[src/hdl/bfr_pkg.sv]
// Shared constants, codes and handshake structs for the binary frame receiver.
// Used by bfr_arith and by the binary_frame_receiver_dispatch top level.
package bfr_pkg;

    localparam int MAX_FRAME   = 12;
    localparam int MIN_FRAME   = 4;
    localparam int CNT_W       = $clog2(MAX_FRAME + 1);
    localparam int STORE_DEPTH = 9;
    localparam int SIDX_W      = $clog2(STORE_DEPTH);

    localparam logic [7:0] CAR_ADDR   = 8'd1;
    localparam logic [7:0] HEART_ADDR = 8'd0;
    localparam logic [7:0] CAR_LEN    = 8'd10;
    localparam logic [7:0] HEART_LEN  = 8'd4;

    localparam logic [2:0] ST_CAR_OK  = 3'd0;
    localparam logic [2:0] ST_HEART   = 3'd1;
    localparam logic [2:0] ST_SUM_ERR = 3'd2;
    localparam logic [2:0] ST_LEN_ERR = 3'd3;
    localparam logic [2:0] ST_UNKNOWN = 3'd4;

    localparam logic [1:0] REG_HEADER = 2'd0;
    localparam logic [1:0] REG_DUTY   = 2'd1;
    localparam logic [1:0] REG_PMIN   = 2'd2;
    localparam logic [1:0] REG_PMAX   = 2'd3;

    localparam logic [1:0] DIR_STOP = 2'd0;
    localparam logic [1:0] DIR_FWD  = 2'd1;
    localparam logic [1:0] DIR_REV  = 2'd2;

    typedef enum logic {
        OP_MUL,
        OP_DIV
    } arith_op_t;

    typedef struct packed {
        logic        start;
        arith_op_t   op;
        logic [23:0] a;
        logic [15:0] b;
    } arith_req_t;

    typedef struct packed {
        logic        busy;
        logic        done;
        logic [31:0] result;
    } arith_rsp_t;

endpackage

[src/hdl/bfr_arith.sv]
// Shared iterative unit: shift-add multiply (a times low 8 bits of b, 8 steps)
// and restoring divide (24-bit a by 16-bit b, 24 steps). Depends on bfr_pkg.
module bfr_arith
    import bfr_pkg::*;
(
    input  logic       clk,
    input  logic       rst_n,
    input  arith_req_t req,
    output arith_rsp_t rsp
);

    logic        busy_reg;
    logic        done_reg;
    arith_op_t   op_reg;
    logic [4:0]  cnt_reg;
    logic [31:0] acc_reg;
    logic [31:0] sh_reg;
    logic [15:0] mb_reg;
    logic [15:0] rem_reg;

    logic [16:0] trial;
    logic        fits;
    logic        last;

    always_comb
    begin
        trial = {rem_reg, sh_reg[23]};
        fits  = trial >= {1'b0, mb_reg};
        last  = (op_reg == OP_MUL) ? (cnt_reg == 5'd7) : (cnt_reg == 5'd23);
    end

    always_ff @(posedge clk or negedge rst_n)
    begin
        if (!rst_n)
        begin
            busy_reg <= 1'b0;
            done_reg <= 1'b0;
            op_reg   <= OP_MUL;
            cnt_reg  <= '0;
            acc_reg  <= '0;
            sh_reg   <= '0;
            mb_reg   <= '0;
            rem_reg  <= '0;
        end
        else
        begin
            done_reg <= 1'b0;
            if (req.start)
            begin
                busy_reg <= 1'b1;
                op_reg   <= req.op;
                cnt_reg  <= '0;
                acc_reg  <= '0;
                sh_reg   <= {8'd0, req.a};
                mb_reg   <= req.b;
                rem_reg  <= '0;
            end
            else if (busy_reg)
            begin
                if (op_reg == OP_MUL)
                begin
                    if (mb_reg[0])
                        acc_reg <= acc_reg + sh_reg;
                    sh_reg <= {sh_reg[30:0], 1'b0};
                    mb_reg <= {1'b0, mb_reg[15:1]};
                end
                else
                begin
                    // shift in next dividend bit, subtract when the divisor fits
                    rem_reg <= fits ? 16'(trial - {1'b0, mb_reg}) : trial[15:0];
                    acc_reg <= {acc_reg[30:0], fits};
                    sh_reg  <= {sh_reg[30:0], 1'b0};
                end
                cnt_reg <= cnt_reg + 5'd1;
                if (last)
                begin
                    busy_reg <= 1'b0;
                    done_reg <= 1'b1;
                end
            end
        end
    end

    assign rsp.busy   = busy_reg;
    assign rsp.done   = done_reg;
    assign rsp.result = acc_reg;

endmodule

[src/hdl/binary_frame_receiver_dispatch.sv]
// Binary frame receiver: header/length framing, additive checksum, car dispatch.
// Byte input channel (in_valid/in_ready/rx_byte), one result per completed frame
// on the output channel (out_valid/out_ready). A plain write port (cfg_we,
// cfg_index, cfg_data) sets header byte, duty full scale and servo limits.
// Bytes inside a frame are taken one per cycle. The byte that completes a frame
// starts post-processing: non-car frames go straight to the final state, and car
// frames run their multiplies and divides on the shared multiply/divide unit.
// During post-processing in_ready is low.
// The result lands in an output register; the block goes back to taking bytes
// while it waits to be taken. A second completed frame holds in the final state
// until the output register frees up, so a stalled receiver stalls the bytes.
// Reset returns to idle (hunting for the header), clears the output valid and
// restores register defaults (header 0x42, duty 1599, servo 500..2500 us).
// Depends on bfr_pkg and bfr_arith.
module binary_frame_receiver_dispatch
    import bfr_pkg::*;
(
    input  logic              clk,
    input  logic              rst_n,
    input  logic              cfg_we,
    input  logic [1:0]        cfg_index,
    input  logic [15:0]       cfg_data,
    input  logic              in_valid,
    output logic              in_ready,
    input  logic [7:0]        rx_byte,
    output logic              out_valid,
    input  logic              out_ready,
    output logic [2:0]        status,
    output logic [7:0]        frame_address,
    output logic [3:0]        frame_length,
    output logic signed [7:0] motor_percent,
    output logic [1:0]        motor_direction,
    output logic [15:0]       motor_duty,
    output logic [15:0]       servo_pulse,
    output logic [7:0]        servo_angle,
    output logic [7:0]        sum_computed,
    output logic [7:0]        sum_received
);

    typedef enum logic [3:0] {
        S_RX,
        S_EVAL,
        S_MUL100,
        S_MULDUTY,
        S_DIVDUTY,
        S_MULANG,
        S_DIVANG,
        S_DONE
    } state_t;

    state_t      state_reg;
    logic [7:0]  header_reg;
    logic [15:0] duty_fs_reg;
    logic [15:0] pmin_reg;
    logic [15:0] pmax_reg;

    logic             receiving_reg;
    logic [CNT_W-1:0] count_reg;
    logic [7:0]       sum_reg;
    logic [7:0]       store_reg [STORE_DEPTH];

    logic [7:0]  len_hold_reg;
    logic [7:0]  sum_hold_reg;
    logic [7:0]  last_reg;
    logic [2:0]  stat_reg;
    logic        neg_reg;
    logic [6:0]  mag_reg;
    logic [15:0] duty_reg;
    logic [15:0] pulse_reg;
    logic [7:0]  angle_reg;

    logic        out_valid_reg;
    logic [2:0]  o_status_reg;
    logic [7:0]  o_addr_reg;
    logic [3:0]  o_len_reg;
    logic [7:0]  o_pct_reg;
    logic [1:0]  o_dir_reg;
    logic [15:0] o_duty_reg;
    logic [15:0] o_pulse_reg;
    logic [7:0]  o_angle_reg;
    logic [7:0]  o_sumc_reg;
    logic [7:0]  o_sumr_reg;

    arith_req_t arq_reg;
    arith_rsp_t ars;

    logic [CNT_W:0] cnt_inc;
    logic [7:0]     len_byte;
    logic           len_bad;
    logic           frame_end;
    logic [31:0]    spd_bits;
    logic [7:0]     spd_ex;
    logic           spd_nan;
    logic [15:0]    raw_pulse;
    logic [15:0]    pulse_lo;
    logic [15:0]    pulse_clamp;
    logic [2:0]     eval_stat;
    logic [6:0]     mag_scaled;

    // Round the mantissa product to 24 significant bits, nearest even, then
    // truncate by the exponent shift. The result is only used for exponents 111..126.
    function automatic logic [6:0] scale_mag(input logic [31:0] p, input logic [7:0] ex);
        logic [23:0] q;
        logic [6:0]  r;
        logic [6:0]  half;
        logic        up;
        logic [31:0] qr;
        logic [31:0] pr;
        logic [7:0]  s;
        if (p[30])
        begin
            q    = p[30:7];
            r    = p[6:0];
            half = 7'd64;
        end
        else
        begin
            q    = p[29:6];
            r    = {1'b0, p[5:0]};
            half = 7'd32;
        end
        up = (r > half) || ((r == half) && q[0]);
        qr = {8'd0, q} + {31'd0, up};
        pr = p[30] ? (qr << 7) : (qr << 6);
        s  = 8'd150 - ex;
        return pr[6 +: 26] == '0 ? 7'((pr >> s[5:0])) : 7'((pr >> s[5:0]));
    endfunction

    bfr_arith u_arith (
        .clk   (clk),
        .rst_n (rst_n),
        .req   (arq_reg),
        .rsp   (ars)
    );

    always_comb
    begin
        cnt_inc     = {1'b0, count_reg} + {{CNT_W{1'b0}}, 1'b1};
        len_byte    = (count_reg == CNT_W'(2)) ? rx_byte : store_reg[2];
        len_bad     = (len_byte > 8'(MAX_FRAME)) || (len_byte < 8'(MIN_FRAME));
        frame_end   = 9'(cnt_inc) >= {1'b0, len_byte};
        spd_bits    = {store_reg[6], store_reg[5], store_reg[4], store_reg[3]};
        spd_ex      = spd_bits[30:23];
        spd_nan     = (spd_ex == 8'hFF) && (spd_bits[22:0] != '0);
        raw_pulse   = {store_reg[8], store_reg[7]};
        pulse_lo    = (raw_pulse < pmin_reg) ? pmin_reg : raw_pulse;
        pulse_clamp = (pulse_lo > pmax_reg) ? pmax_reg : pulse_lo;
        mag_scaled  = scale_mag(ars.result, spd_ex);
        if (sum_hold_reg != last_reg)
            eval_stat = ST_SUM_ERR;
        else if (store_reg[1] == CAR_ADDR)
            eval_stat = (len_hold_reg != CAR_LEN) ? ST_LEN_ERR : ST_CAR_OK;
        else if (store_reg[1] == HEART_ADDR)
            eval_stat = (len_hold_reg != HEART_LEN) ? ST_LEN_ERR : ST_HEART;
        else
            eval_stat = ST_UNKNOWN;
    end

    always_ff @(posedge clk or negedge rst_n)
    begin
        if (!rst_n)
        begin
            state_reg     <= S_RX;
            header_reg    <= 8'h42;
            duty_fs_reg   <= 16'd1599;
            pmin_reg      <= 16'd500;
            pmax_reg      <= 16'd2500;
            receiving_reg <= 1'b0;
            count_reg     <= '0;
            sum_reg       <= '0;
            out_valid_reg <= 1'b0;
            arq_reg       <= '0;
        end
        else
        begin
            arq_reg.start <= 1'b0;
            if (out_valid_reg && out_ready)
                out_valid_reg <= 1'b0;

            if (cfg_we)
            begin
                unique case (cfg_index)
                    REG_HEADER: header_reg  <= cfg_data[7:0];
                    REG_DUTY:   duty_fs_reg <= cfg_data;
                    REG_PMIN:   pmin_reg    <= cfg_data;
                    REG_PMAX:   pmax_reg    <= cfg_data;
                    default:    ;
                endcase
            end

            unique case (state_reg)
                S_RX:
                begin
                    if (in_valid)
                    begin
                        if (!receiving_reg)
                        begin
                            if (rx_byte == header_reg)
                            begin
                                receiving_reg <= 1'b1;
                                store_reg[0]  <= rx_byte;
                                count_reg     <= CNT_W'(1);
                                sum_reg       <= rx_byte;
                            end
                        end
                        else if (count_reg >= CNT_W'(MAX_FRAME))
                        begin
                            receiving_reg <= 1'b0;
                            count_reg     <= '0;
                            sum_reg       <= '0;
                        end
                        else
                        begin
                            if (count_reg < CNT_W'(STORE_DEPTH))
                                store_reg[count_reg[SIDX_W-1:0]] <= rx_byte;
                            if (cnt_inc < (CNT_W+1)'(3))
                            begin
                                sum_reg   <= sum_reg + rx_byte;
                                count_reg <= cnt_inc[CNT_W-1:0];
                            end
                            else if (len_bad)
                            begin
                                receiving_reg <= 1'b0;
                                count_reg     <= '0;
                                sum_reg       <= '0;
                            end
                            else if (frame_end)
                            begin
                                len_hold_reg  <= len_byte;
                                sum_hold_reg  <= sum_reg;
                                last_reg      <= rx_byte;
                                receiving_reg <= 1'b0;
                                count_reg     <= '0;
                                sum_reg       <= '0;
                                state_reg     <= S_EVAL;
                            end
                            else
                            begin
                                sum_reg   <= sum_reg + rx_byte;
                                count_reg <= cnt_inc[CNT_W-1:0];
                            end
                        end
                    end
                end
                S_EVAL:
                begin
                    stat_reg  <= eval_stat;
                    neg_reg   <= spd_bits[31];
                    mag_reg   <= '0;
                    duty_reg  <= '0;
                    pulse_reg <= '0;
                    angle_reg <= '0;
                    if (eval_stat == ST_CAR_OK)
                    begin
                        pulse_reg   <= pulse_clamp;
                        arq_reg.op  <= OP_MUL;
                        arq_reg.a   <= {8'd0, duty_fs_reg};
                        arq_reg.start <= 1'b1;
                        if (spd_nan || spd_ex <= 8'd110)
                        begin
                            arq_reg.b <= '0;
                            state_reg <= S_MULDUTY;
                        end
                        else if (spd_ex >= 8'd127)
                        begin
                            mag_reg   <= 7'd100;
                            arq_reg.b <= 16'd100;
                            state_reg <= S_MULDUTY;
                        end
                        else
                        begin
                            arq_reg.a <= {1'b1, spd_bits[22:0]};
                            arq_reg.b <= 16'd100;
                            state_reg <= S_MUL100;
                        end
                    end
                    else
                        state_reg <= S_DONE;
                end
                S_MUL100:
                begin
                    if (ars.done)
                    begin
                        mag_reg       <= mag_scaled;
                        arq_reg.op    <= OP_MUL;
                        arq_reg.a     <= {8'd0, duty_fs_reg};
                        arq_reg.b     <= {9'd0, mag_scaled};
                        arq_reg.start <= 1'b1;
                        state_reg     <= S_MULDUTY;
                    end
                end
                S_MULDUTY:
                begin
                    if (ars.done)
                    begin
                        arq_reg.op    <= OP_DIV;
                        arq_reg.a     <= ars.result[23:0];
                        arq_reg.b     <= 16'd100;
                        arq_reg.start <= 1'b1;
                        state_reg     <= S_DIVDUTY;
                    end
                end
                S_DIVDUTY:
                begin
                    if (ars.done)
                    begin
                        duty_reg <= ars.result[15:0];
                        if (pmax_reg > pmin_reg)
                        begin
                            arq_reg.op    <= OP_MUL;
                            arq_reg.a     <= {8'd0, 16'(pulse_reg - pmin_reg)};
                            arq_reg.b     <= 16'd180;
                            arq_reg.start <= 1'b1;
                            state_reg     <= S_MULANG;
                        end
                        else
                            state_reg <= S_DONE;
                    end
                end
                S_MULANG:
                begin
                    if (ars.done)
                    begin
                        arq_reg.op    <= OP_DIV;
                        arq_reg.a     <= ars.result[23:0];
                        arq_reg.b     <= 16'(pmax_reg - pmin_reg);
                        arq_reg.start <= 1'b1;
                        state_reg     <= S_DIVANG;
                    end
                end
                S_DIVANG:
                begin
                    if (ars.done)
                    begin
                        angle_reg <= ars.result[7:0];
                        state_reg <= S_DONE;
                    end
                end
                S_DONE:
                begin
                    // hold until the output register is free
                    if (!out_valid_reg || out_ready)
                    begin
                        out_valid_reg <= 1'b1;
                        o_status_reg  <= stat_reg;
                        o_addr_reg    <= store_reg[1];
                        o_len_reg     <= len_hold_reg[3:0];
                        o_pct_reg     <= neg_reg ? 8'(-{1'b0, mag_reg}) : {1'b0, mag_reg};
                        o_dir_reg     <= (mag_reg == '0) ? DIR_STOP
                                         : (neg_reg ? DIR_REV : DIR_FWD);
                        o_duty_reg    <= duty_reg;
                        o_pulse_reg   <= pulse_reg;
                        o_angle_reg   <= angle_reg;
                        o_sumc_reg    <= sum_hold_reg;
                        o_sumr_reg    <= last_reg;
                        state_reg     <= S_RX;
                    end
                end
                default: state_reg <= S_RX;
            endcase
        end
    end

    assign in_ready        = (state_reg == S_RX);
    assign out_valid       = out_valid_reg;
    assign status          = o_status_reg;
    assign frame_address   = o_addr_reg;
    assign frame_length    = o_len_reg;
    assign motor_percent   = o_pct_reg;
    assign motor_direction = o_dir_reg;
    assign motor_duty      = o_duty_reg;
    assign servo_pulse     = o_pulse_reg;
    assign servo_angle     = o_angle_reg;
    assign sum_computed    = o_sumc_reg;
    assign sum_received    = o_sumr_reg;

`ifndef SYNTH
    a_unit_idle_rx: assert property (@(posedge clk) disable iff (!rst_n)
        (state_reg == S_RX) |-> !ars.busy)
        else $error("arith unit busy while taking bytes");
    a_noncar_zero: assert property (@(posedge clk) disable iff (!rst_n)
        (out_valid && status != ST_CAR_OK) |-> (motor_duty == '0 && servo_angle == '0
            && motor_direction == DIR_STOP))
        else $error("car fields set on non-car result");
    a_angle_range: assert property (@(posedge clk) disable iff (!rst_n)
        (out_valid && status == ST_CAR_OK) |-> (servo_angle <= 8'd180))
        else $error("servo angle out of range");
`endif

endmodule
[config.mk]
export PLATFORM = sky130hd
export DESIGN_NAME = binary_frame_receiver_dispatch
export DESIGN_NICKNAME = d
export VERILOG_FILES = /design/src/hdl/bfr_pkg.sv /design/src/hdl/bfr_arith.sv /design/src/hdl/binary_frame_receiver_dispatch.sv
export SDC_FILE = /design/constraint.sdc
export NUM_CORES = 1
export LEC_CHECK = 0
export ABC_AREA = 1
export BUFFER_PORTS_ARGS = -buffer_cell sky130_fd_sc_hd__clkbuf_2
export CAP_MARGIN = 20
export CORE_MARGIN = 4
export CORE_UTILIZATION = 66
export CTS_CLUSTER_DIAMETER = 100
export DETAILED_ROUTE_END_ITERATION = 10
export GPL_ROUTABILITY_DRIVEN = 0
export PLACE_DENSITY = 0.85
export SLEW_MARGIN = 30
export SYNTH_ARGS = -nofsm -noshare
export SYNTH_HDL_FRONTEND = slang
export SYNTH_SLANG_ARGS = --single-unit
export TNS_END_PERCENT = 10
[constraint.sdc]
create_clock -name clk -period 11.17 [get_ports clk]
set_clock_uncertainty 0.05 [all_clocks]
set_input_delay 1.117 -clock clk [delete_from_list [all_inputs] [get_ports clk]]
set_output_delay 1.117 -clock clk [all_outputs]
set_load 0.02 [all_outputs]
Word-level counts from Yosys, hierarchy flattened
Memories as Yosys holds them, arrays and structs flattened.
Index checks and enable logic that the tools add are counted.
- register bits after elaboration: 376
- memory bits (writable): 72
- output and inout port bits: 83
- word-level logic and storage cells: 252
- memories: 1
- memory list (name ; depth ; width ; rd ports ; clocked after memory_dff ; wr ports ; RTL line ; source):
    store_reg ; 9 ; 8 ; 8 ; 0 ; 1 ; binary_frame_receiver_dispatch.sv:60 ; logic [7:0] store_reg [STORE_DEPTH];
- add/subtract/negate cells: 10
- $lt $le $gt $ge: 13
- equal/unequal tests: 35
- shift operators: 1
- muxes and demuxes: 106
- bitwise logic cells: 3
- reductions and logical operators: 42
- operators by type and width (kind ; count):
    two-way mux 42 bit ; 6
    two-way mux 32 bit ; 7
    one-hot mux 42 bit (5 select lines) ; 1
    two-way mux 16 bit ; 10
    two-way mux 4 bit ; 20
    two-way mux 24 bit ; 3
    two-way mux 8 bit ; 9
    two-way mux 7 bit ; 8
    subtractor 16 bit ; 3
    adder 32 bit ; 1
    > comparator 16 bit ; 2
    one-hot mux 16 bit (2 select lines) ; 1
    one-hot mux 4 bit (8 select lines) ; 1
    >> shifter 32 x 6 -> 7 bit ; 1
    two-way mux 1 bit ; 29
    adder 24 x 1 -> 25 bit ; 1
    nonzero test 23 bit ; 1
    AND reduction 2 bit ; 9
    greater-or-equal comparator 17 x 16 -> 1 bit ; 1
    equality test 4 x 3 -> 1 bit (second input constant) ; 4
    less-than comparator 16 bit ; 1
    inequality test 2 bit (second input constant) ; 8
    one-hot mux 8 bit (2 select lines) ; 1
    AND reduction 3 bit ; 5
    48 further kinds ; 77

Depth between registers and ports, before layout
- depth after elaboration: 10
- gate-level depth with buffers: 26
- depth with buffers taken out: 23

Modules after synthesis
From an unflattened synthesis, not the netlist that was laid out.
- cells, all modules: 3340
- area total of the unflattened synthesis: 27124.8 um^2
- modules (own cells, without submodules) (module ; instances ; cells an instance ; area an instance (um^2) ; seq. area each (um^2)):
    binary_frame_receiver_dispatch ; 1 ; 2156 ; 19209.7 ; 9510.4
    bfr_arith ; 1 ; 1184 ; 7915.1 ; 2602.5

Least setup slack after synthesis
Ideal clock, no wire load.
- path kind: input port to flip-flop
- start point: input rst_n
- end point: register o_addr_reg[0] (netlist: frame_address[0]) (read register of store_reg), enable pin
- setup time: 0.619 ns
- arrival time: 6.713 ns
- required time: 10.501 ns
- setup slack: 3.788 ns
- stages: 2
- path buffers: 0
- cells stage by stage: inv_1 > nor3_1
- word-level cells in the longest chain between the ends: 1
- RTL lines (element ; RTL line ; source):
    from (decl) ; binary_frame_receiver_dispatch.sv:19 ; input logic rst_n,
    AND reduction 3 bit (no line) ; n/a ;
    to (decl) ; binary_frame_receiver_dispatch.sv:74 ; logic [7:0] o_addr_reg;
No other way between the ends.
A chain may end at the register's enable or synchronous reset.

Worst setup path in the final report
- start point: register pmin_reg[1]
- end point: register pulse_reg[1] (data pin)
- word-level cells in the longest chain between the ends: 4
- RTL lines (element ; RTL line ; source):
    from (decl) ; binary_frame_receiver_dispatch.sv:54 ; logic [15:0] pmin_reg;
    from (signal assigned) ; binary_frame_receiver_dispatch.sv:185 ; REG_PMIN: pmin_reg <= cfg_data;
    less-than comparator 16 bit ; binary_frame_receiver_dispatch.sv:146 ; pulse_lo = (raw_pulse < pmin_reg) ? pmin_reg : raw_pulse;
    two-way mux 16 bit (*) ; binary_frame_receiver_dispatch.sv:146 ;
    > comparator 16 bit ; binary_frame_receiver_dispatch.sv:147 ; pulse_clamp = (pulse_lo > pmax_reg) ? pmax_reg : pulse_lo;
    two-way mux 16 bit (*) ; binary_frame_receiver_dispatch.sv:147 ;
    to (signal assigned) ; binary_frame_receiver_dispatch.sv:255 ; pulse_reg <= pulse_clamp;
    to (decl) ; binary_frame_receiver_dispatch.sv:69 ; logic [15:0] pulse_reg;
Every way passes the cells marked *; elsewhere a longest branch is shown, timed or not.

==> metrics.txt <==
Startpoint Class flip-flop; crit share post-route 47.5%; adder-cell share of the synthesized area 6.86%; Layout area overhead 9.81%; final setup fails 0; clock-pin transition on the worst setup and hold timing paths 60 ps; Final ANT Viol Nets 0; CTS resizes 0; crit path time final 5310 ps; Critical Path RT 11470 ps; drt pass-1 iters 8; Net Sw Frac 30.5%; Internal 2.94 mW; Detailed Place HPWL 51.9 mm; critical path class reg -> reg; asr flop ratio synth 49.7%; PD cells 152 mW/mm^2; Clock Tree Buf Depth 3; die area 0.0416 sq mm; number of global-route vias before repair 21800; RSZ-0062 raised after global routing no; top_reg_cell synth edfxtp_1; Peak Freq 188 MHz; peak supply drop 146 uV; via count 23100; max FFs per register 64; Synthesized Nets 3139; Reg area 0.0121 sq mm; clk sinks 437; Max-Slew Margin vs Limit 34.3%; layout cells sized above 1 9.79%; placed instance area 0.0263 sq mm; worst-path maximum fanout 32; setup TNS 0 ps; run status finished clean; DRC 0; switching pwr 1.29 mW; pin slew with the least headroom to its limit 983 ps; final wirelength 72.6 mm; arrival time worst endpoint 5610 ps; Synth Area in XOR/XNOR 2.42%; initial antenna violation count 2; DR vias/cell 6.43; largest family of logic cells by synthesized area simple AND/OR/NAND/NOR gates; mux cell area share after synthesis 0.0444%; DIE WIDTH 204 um; Max Cap Viol 0; number of I/O port buffers 113; synthesized area 0.0253 sq mm; Rows 71; CORE AREA 0.0378 sq mm; post-synthesis compound-gate area fraction 14.4%; Synth Warn # 0; EDFF count, synth 220; postcts setup bufs 0; total power 4.23 mW; CTS tree built; final core utilization 73.7%; clock network power share 36.4%; Leak 12.5 nW; Hold Crit Class reg -> reg; starting density of the core 67.1%; chip height 204 um; global route overflow 0; H-tree levels 2; Synth Area in Simple Gates 21.8%; area of the multi-input gates 0.0116 sq mm; clk_lat worst skew 600 ps; CP Capture Type flip-flop; post-synthesis area per instance 8.53 sq um; flops & latches, synth 437; final instance area 0.0278 sq mm; I/O pin cnt 114; post-synthesis sequential area ratio 47.6%; fillers 2607; final hold violation count 0; gr usage total 34.3%; wire per inst 20.2 um; first-pass GRT wire length 115 mm; largest net degree at the start of global routing 83; Final #Nets 3217; number of DRC markers in iteration 0 3171; post-synthesis cell count 2972; total CTS buffers 45; Max Slew Vio Count 0; sequential power share 45.4%; Distinct cells, synth 60; hold-fix buffers at CTS 0; antenna cells 0; Clock Root Buffer clkbuf_16; combinational power share 18.2%
[power groups by stage]
| stage | logic [mW] | registers (mW) | clock network, mW |
|---|---|---|---|
| global route | 0.837 | 1.93 | 1.62 |
| floorplan | 0.482 | 1.94 | 0 |
| CTS | 0.748 | 1.92 | 1.55 |
| detailed placement | 0.733 | 1.94 | 0 |
| finish | 0.769 | 1.92 | 1.54 |
| global placement | 0.687 | 1.94 | 0 |
[path summary, 6_finish.rpt]
path / from / to / slack [ps] / depth (start not counted)
worst max-delay path: pmin_reg[1] / pulse_reg[1] / 5860 / 22
worst min-delay path: duty_reg[11] / motor_duty[11] / 370 / 0
worst max register to register: pmin_reg[1] / pulse_reg[1] / 5860 / 22
worst min register to register: duty_reg[11] / motor_duty[11] / 370 / 0
max in group asynchronous: rst_n / pmin_reg[11] / 9490 / 2
min in group asynchronous: rst_n / u_arith.rem_reg[8] / 400 / 1
[per-layer routing]
layer / global-route usage, % / vias up / share of wire, %
met5: 0 / - / 0.052
met2: 55.4 / 1507 / 46
li1: - / 10400 / -
met1: 44.7 / 10800 / 38
met3: 6.24 / 309 / 9.7
met4: 18.3 / 4 / 6.2
[synthesized netlist by cell type (47+ instances only)]
cell type	instances	area, sq um
inv_1	325	1220
nand2_1	591	2220
edfxtp_1	220	6610
a21oi_1	196	981
dfrtp_1	196	4900
nor2_1	206	773
clkbuf_1	66	248
nand4_1	57	357
o21ai_0	204	1020
ha_1	131	1640
o211ai_1	47	353
nand3_1	279	1400
nor3_1	49	245
[metrics by stage]
step / hold slack (ps) / setup slack [ps] / cells
after floorplan: 350 / 3790 / 2972
after global placement: 352 / 6300 / 3514
after detailed placement: 355 / 5960 / 3514
after CTS: 369 / 5770 / 3595
after global routing: 374 / 5590 / 3595
final: 369 / 5860 / 3595
[placed cells by master (no fill, tap or decap), drive strengths merged, types with 6 or more instances in the layout]
master / instances
clkbuf: 171
nand4: 58
o22ai: 32
xnor2: 32
a21oi: 196
nand2: 616
clkinv: 22
o211ai: 52
nor3: 49
o221ai: 8
o21a: 9
inv: 333
dfstp: 21
o21ai: 231
edfxtp: 220
a22oi: 36
xor2: 38
or2: 7
nor2: 221
nand3: 280
dfrtp: 196
o31ai: 6
buf: 26
a31oi: 10
ha: 131
o2111ai: 15
nor4: 17
[layout make-up]
cell class              count  share of cell area, %
clock buffers              59                   4.38
well taps                 511                   2.30
clock inverters            22                  0.998
inverters                 339                   4.59
multi-input cells        2089                   41.6
repair buffers            138                   2.77
flip-flops and latches    437                   43.3
[cell families after synthesis]
family,Yosys count
simple gates,1258
compound gates,624
buf+inv,446
flops,437
fa+ha+maj,136
xor+xnor,70
mux,1
[worst max-delay path, cell delays in order (launching register included)]
cell       delay (ps)
dfrtp_1           400
inv_1             220
ha_1              290
o21ai_0            90
nand2_1            70
a21o_1            150
a21oi_1           170
o221ai_1          150
nand3_1           470
nand2_1           510
o21ai_0           530
ha_1              260
inv_1              50
a21oi_1           120
nor2_1             50
a211oi_1          240
o221ai_1          170
nand2_1            90
o2111ai_1         120
nand2_2           460
nand3_1           180
o211ai_1          150
inv_1              60
Power figures use the tool's default switching activity.
